[config.mk]
export PLATFORM = sky130hd
export DESIGN_NAME = podi_mul
export DESIGN_NICKNAME = d
export VERILOG_FILES = /design/src/design/podi_pkg.sv /design/src/design/podi_mul.sv
export SDC_FILE = /design/constraint.sdc
export NUM_CORES = 2
export LEC_CHECK = 0
export ABC_AREA = 1
export BUFFER_PORTS_ARGS = -buffer_cell sky130_fd_sc_hd__buf_2
export CORE_ASPECT_RATIO = 1.5
export CORE_MARGIN = 8
export CORE_UTILIZATION = 45
export DETAILED_ROUTE_END_ITERATION = 10
export PLACE_DENSITY = 0.72
export SLEW_MARGIN = 30
export SYNTH_ARGS = -nofsm -noshare
export SYNTH_HDL_FRONTEND = slang
export SYNTH_SLANG_ARGS = --single-unit
[constraint.sdc]
create_clock -name aclk -period 10.6 [get_ports aclk]
set_input_delay 2.65 -clock aclk [delete_from_list [all_inputs] [get_ports aclk]]
set_output_delay 2.65 -clock aclk [all_outputs]
set_load 0.005 [all_outputs]
[src/design/podi_pkg.sv]
// ----------------------------------------------------------------------------
// Planar odometry integrator package
// Shared beat types, fixed-point widths and the CORDIC arctangent table.
// ----------------------------------------------------------------------------
package podi_pkg;

    // Default values for the top-level parameters.
    localparam int POS_BITS_DEF      = 48;
    localparam int ANGLE_BITS_DEF    = 32;
    localparam int CORDIC_STAGES_DEF = 16;

    // Output field widths are fixed by the interface.
    localparam int OUT_POS_W = 48;
    localparam int HEAD_W    = 32;

    // The rotator carries Q30 values with headroom for the CORDIC gain.
    localparam int CORDIC_W = 34;
    localparam int MUL_W    = 34;
    localparam int PROD_W   = 2 * MUL_W;
    localparam int ACC_W    = 64;

    localparam logic signed [CORDIC_W-1:0] CORDIC_GAIN_Q30 = 34'sd652032874;

    // Position products carry 2^-48 m; results carry 2^-18 m.
    localparam int                      ROUND_SHIFT = 30;
    localparam logic signed [ACC_W-1:0] ROUND_HALF  = 64'sd536870912;

    // Yaw rate times elapsed time carries 2^-26 turn.
    localparam int DTH_FRAC = 26;

    typedef struct packed {
        logic signed [15:0] vel_x;
        logic signed [15:0] vel_y;
        logic signed [15:0] yaw_rate;
        logic        [15:0] elapsed;
    } in_beat_t;

    typedef struct packed {
        logic signed [OUT_POS_W-1:0] pose_x;
        logic signed [OUT_POS_W-1:0] pose_y;
        logic        [HEAD_W-1:0]    pose_heading;
    } out_beat_t;

    // Arctangent of 2^-i as a binary angle, full turn equals 2^32.
    function automatic logic [31:0] atan_turn(input logic [4:0] idx);
        logic [31:0] val;
        case (idx)
            5'd0:    val = 32'd536870912;
            5'd1:    val = 32'd316933406;
            5'd2:    val = 32'd167458907;
            5'd3:    val = 32'd85004756;
            5'd4:    val = 32'd42667331;
            5'd5:    val = 32'd21354465;
            5'd6:    val = 32'd10679838;
            5'd7:    val = 32'd5340245;
            5'd8:    val = 32'd2670163;
            5'd9:    val = 32'd1335087;
            5'd10:   val = 32'd667544;
            5'd11:   val = 32'd333772;
            5'd12:   val = 32'd166886;
            5'd13:   val = 32'd83443;
            5'd14:   val = 32'd41722;
            5'd15:   val = 32'd20861;
            5'd16:   val = 32'd10430;
            5'd17:   val = 32'd5215;
            5'd18:   val = 32'd2608;
            5'd19:   val = 32'd1304;
            5'd20:   val = 32'd652;
            5'd21:   val = 32'd326;
            5'd22:   val = 32'd163;
            5'd23:   val = 32'd81;
            default: val = 32'd0;
        endcase
        return val;
    endfunction

endpackage

[src/design/podi_mul.sv]
// ----------------------------------------------------------------------------
// Shared signed multiplier
// One registered signed product per cycle, used for every product of an update.
// ----------------------------------------------------------------------------
module podi_mul (
    input  logic                               aclk,
    input  logic signed [podi_pkg::MUL_W-1:0]  mul_a,
    input  logic signed [podi_pkg::MUL_W-1:0]  mul_b,
    output logic signed [podi_pkg::PROD_W-1:0] prod
);
    import podi_pkg::*;

    logic signed [PROD_W-1:0] prod_reg;

    always_ff @(posedge aclk) begin
        prod_reg <= PROD_W'(mul_a) * PROD_W'(mul_b);
    end

    assign prod = prod_reg;

endmodule

# Word level (Yosys, flattened, before mapping)
# Cells that the tools add are included.
[word_totals]
in_bits = 69
wordCells = 2
register_bits = 68
[op_classes]
n_mul = 1
[ops]
columns = ["op", "count"]
rows = [
  ["$mul A34 B34 Y68", 1],
]

# Longest topological paths before layout
[logic_depth]
ltp_word = 1
ltp_mapped = 35
mapped_depth_nobuf = 33

# Worst setup path after synthesis
# Ideal clock, no wire load.
[synth_timing]
path_kind = "input to register"
start = "in mul_a[33] (netlist name)"
end = "reg prod_reg[66], in the netlist prod[66]"
cell_stages = 24
path_slack_ns = 1.127
t_arrival_ns = 9.361
n_path_buf = 2
setup_time_ns = 0.112
cell_sequence = "clkbuf_1 -> clkbuf_1 -> nand2_1 -> inv_1 -> fa_1 -> fa_1 -> fa_1 -> fa_1 -> inv_1 -> fa_1 -> fa_1 -> inv_1 -> fa_1 -> fa_1 -> ha_1 -> nand2_1 -> nor2_1 -> inv_1 -> nor2_2 -> nand2_1 -> nor3_1 -> nand2_2 -> nand3_1 -> nand2_1"
[synth_via]
elab_chain_cells = 1
[synth_rtl]
columns = ["item", "line", "source"]
rows = [
  ["from (decl)", "podi_mul.sv:7", "input logic signed [podi_pkg::MUL_W-1:0] mul_a,"],
  ["$mul A34 B34 Y68", "podi_mul.sv:16", "prod_reg <= PROD_W'(mul_a) * PROD_W'(mul_b);"],
  ["to (signal assigned)", "podi_mul.sv:16", ""],
  ["to (decl)", "podi_mul.sv:13", "logic signed [PROD_W-1:0] prod_reg;"],
]
# Every way passes these cells.

# Worst setup path in the final report
[layout_timing]
start = "in mul_a[9] (netlist name)"
end = "reg prod_reg[57], in the netlist prod[57]"
# Same word-level chain as after synthesis.

==> impl_metrics.csv <==
group,metric,value,unit
logic_synthesis,seq_area_frac_synth,2.95,%
logic_synthesis,yosys.area_share.simple,16.6,%
finish,largest_register_ff_count,68,
place,place.gp.congestion,1.03,
clocking,cts.path.max_buffers,2,
worst_setup_path,criticalPathCategory,"input pin to flop",
logic_synthesis,leading_area_contributor_after_synthesis,"sky130_fd_sc_hd__fa_1",
logic_synthesis,compound_cell_area_share_of_the_yosys_netlist,1.13,%
timing,period_minus_slack,9.78,ns
worst_setup_path,worstPathArrival,10.03,ns
timing,worst_pin_slew,1.02,ns
detailed_routing,wl_per_cell,18.3,um
logic_synthesis,ys_types,32,
timing,setup_total_negative_slack,0,ns
finish,drive_gt1_share,4.63,%
worst_setup_path,worst-path-max-fanout,25,
logic_synthesis,synthTopCellsByArea,"sky130_fd_sc_hd__fa_1, sky130_fd_sc_hd__inv_1, sky130_fd_sc_hd__nand2_1",
clocking,cts_hold_buf,0,
grt,grt_first_pass_wirelength,215,mm
clocking,cts.clk_slew.worst_paths,0.07,ns
detailed_routing,ant_nets,0,
clocking,cts_setup_buffers,0,
logic_synthesis,mappedNetlistArea,46200,um^2
detailed_routing,drt-met1-wl,44.2,mm
die,pin_count,137,
die,floorplan.rows,144,
logic_synthesis,avg_synthesized_cell_area,7.74,um^2
logic_synthesis,synth_fa_ha_area_share,59.3,%
timing,setup_viol,0,
die,design.die.area,113000,um^2
logic_synthesis,synth-async-reset-ratio,0,%
clocking,postCtsResizedCells,0,
die,chipHeight,409,um
clocking,clock_tree.htree_level_count,3,
die,floorplan.core_area,102000,um^2
logic_synthesis,synthXorXnorAreaFrac,0.663,%
timing,rsz0062_at_grt,"false",
detailed_routing,met3_length,6.67,mm
detailed_routing,drt_pass1_iterations,6,
grt,grt_pass1_vias,39700,
detailed_routing,dr.first_iter.drc_count,2265,
run,max_cap_viol_count,0,
die,die_w,278,um
timing,post-route-period-util,92.3,%
worst_setup_path,crit_required,10.84,ns
place,detailed_place_hpwl,117,mm
min_path,hold_path_depth,4,
finish,synthToLayoutAreaGrowth,4.57,%
logic_synthesis,postSynthNetCount,7486,
detailed_routing,detail_route.wirelength,133,mm
detailed_routing,post_drt_via_cell_ratio,4.93,
grt,grtUsageTotal,24.1,%
min_path,min-delay-path-class,"input pin to flop",
detailed_routing,detailroute.wirelength.met2,71.5,mm
logic_synthesis,synth.area.mux_share,0,%
grt,maximum_number_of_pins_on_one_net_before_global_route_repair,35,
logic_synthesis,ys_ff_latch,68,
worst_setup_path,worstSetupEndpointType,"flop",
clocking,clock_sinks,68,
detailed_routing,drc_errors,0,
detailed_routing,top_layer,"met4",
logic_synthesis,synth_top_area_share,53.7,%
clocking,cts_tree,"done",
grt,grt_overflow_total,0,
finish,layout.nets,7422,
logic_synthesis,yosysMostFrequentCell,"sky130_fd_sc_hd__inv_1",
timing,timing.final.max_slew_violations,0,
logic_synthesis,syn-instance-count,5972,
timing,hold_viol,0,
grt,antenna_violations_before_repair,10,
timing,max-slew-margin-rel,32.3,%
logic_synthesis,main_synth_ff_type,"sky130_fd_sc_hd__dfxtp_1",
worst_setup_path,start_kind,"input pin",
logic_synthesis,synthTopCellsByCount,"sky130_fd_sc_hd__inv_1, sky130_fd_sc_hd__nand2_1, sky130_fd_sc_hd__fa_1, sky130_fd_sc_hd__clkbuf_1, sky130_fd_sc_hd__ha_1",
place,io_buffer_count,136,
clocking,clk_root_buffer_cell,"sky130_fd_sc_hd__clkbuf_16",
min_path,hp-start,"mul_b[0]",
logic_synthesis,synth_top_family_by_area,"adder cells",
min_path,min_to,"prod[0]$_DFF_P_",
logic_synthesis,yosysWarningCount,0,
outcome,status,"finished, final reports clean",
logic_synthesis,synth_edf_count,0,
detailed_routing,routed-via-count,35700,
die,initial_core_util,45.2,%
clocking,clock_buffer_count_from_cts,9,
timing,max_freq,102,MHz
[worst max path at each step]
stage / startpoint / endpoint / slack (ns)
after global routing: mul_b[10] / prod[57]$_DFF_P_ / 0.44
after global placement: mul_b[10] / prod[65]$_DFF_P_ / 0.49
final: mul_a[9] / prod[57]$_DFF_P_ / 0.82
after detailed placement: mul_b[10] / prod[65]$_DFF_P_ / 0.47
after floorplan: mul_a[33] / prod[66]$_DFF_P_ / 1.13
after CTS: mul_b[10] / prod[65]$_DFF_P_ / 0.81
[metrics by stage]
step	hold WS (ns)	setup WS, ns	instances	area [um^2]	utilization (%)
floorplan	2.93	1.13	5972	46200	-
global placement	3.03	0.495	7211	48000	46.9
detailed placement	3.03	0.467	7211	48000	46.9
CTS	2.89	0.808	7227	48300	47.2
global route	2.93	0.437	7232	48300	47.2
finish	2.92	0.815	7236	48300	47.2
[critical path, cell delays in order]
cell,delay [ns]
sky130_fd_sc_hd__buf_2,0.62
sky130_fd_sc_hd__buf_4,0.32
sky130_fd_sc_hd__nand2_1,0.09
sky130_fd_sc_hd__fa_1,0.53
sky130_fd_sc_hd__inv_1,0.06
sky130_fd_sc_hd__fa_1,0.44
sky130_fd_sc_hd__fa_1,0.50
sky130_fd_sc_hd__inv_1,0.06
sky130_fd_sc_hd__fa_1,0.47
sky130_fd_sc_hd__inv_1,0.05
sky130_fd_sc_hd__fa_1,0.50
sky130_fd_sc_hd__fa_1,0.46
sky130_fd_sc_hd__fa_1,0.52
sky130_fd_sc_hd__inv_1,0.06
sky130_fd_sc_hd__fa_1,0.53
sky130_fd_sc_hd__inv_1,0.06
sky130_fd_sc_hd__ha_1,0.43
sky130_fd_sc_hd__nand2_1,0.19
sky130_fd_sc_hd__nor2_1,0.34
sky130_fd_sc_hd__nand2_1,0.29
sky130_fd_sc_hd__inv_1,0.14
sky130_fd_sc_hd__nand3_1,0.08
sky130_fd_sc_hd__nand3_1,0.24
sky130_fd_sc_hd__nand2_1,0.19
sky130_fd_sc_hd__nand4_1,0.11
sky130_fd_sc_hd__nand2_1,0.08
[cell type report]
cell class / count / area (um^2)
clock buffer: 9 / 225
sequential: 68 / 1360
fill: 9893 / 54000
antenna: 9 / 22.5
inverter: 2119 / 7950
timing repair buffer: 196 / 1160
tap: 1314 / 1640
multi-input combinational: 3514 / 35900
clock inverter: 7 / 83.8
[layout by cell type (no fill, tap or decap), types with 3 or more instances in the layout]
cell,count
sky130_fd_sc_hd__buf_4,58
sky130_fd_sc_hd__xor2_1,33
sky130_fd_sc_hd__o21bai_1,11
sky130_fd_sc_hd__o21ai_0,18
sky130_fd_sc_hd__a21oi_2,4
sky130_fd_sc_hd__nand2_1,1661
sky130_fd_sc_hd__nand2_2,20
sky130_fd_sc_hd__nand3b_1,3
sky130_fd_sc_hd__diode_2,9
sky130_fd_sc_hd__buf_2,136
sky130_fd_sc_hd__clkbuf_16,9
sky130_fd_sc_hd__nor2_2,9
sky130_fd_sc_hd__nor3_2,5
sky130_fd_sc_hd__nand3_2,7
sky130_fd_sc_hd__ha_1,204
sky130_fd_sc_hd__or2_2,8
sky130_fd_sc_hd__nand4_1,19
sky130_fd_sc_hd__inv_2,4
sky130_fd_sc_hd__a21oi_1,59
sky130_fd_sc_hd__fa_1,1241
sky130_fd_sc_hd__nand3_1,70
sky130_fd_sc_hd__nor3_1,15
sky130_fd_sc_hd__inv_1,2115
sky130_fd_sc_hd__dfxtp_1,68
sky130_fd_sc_hd__nor2_1,115
[cell families (layout without fill, tap and decap cells)]
group	Yosys count	after routing
compound gates	95	95
simple gates	1939	1939
flops	68	68
buf+inv	2390	2331
xor+xnor	35	35
fa+ha+maj	1445	1445
other cells	0	9
[metal layers]
layer / global-route usage (%) / up-vias
met5: 0 / -
li1: - / 15900
met1: 26.1 / 18000
met3: 2.53 / 482
met2: 44.6 / 1316
met4: 15.3 / 0
Power is left out: the tool's default activity adds up to more than one toggle a clock period on the data nets, which glitch-free logic cannot reach.
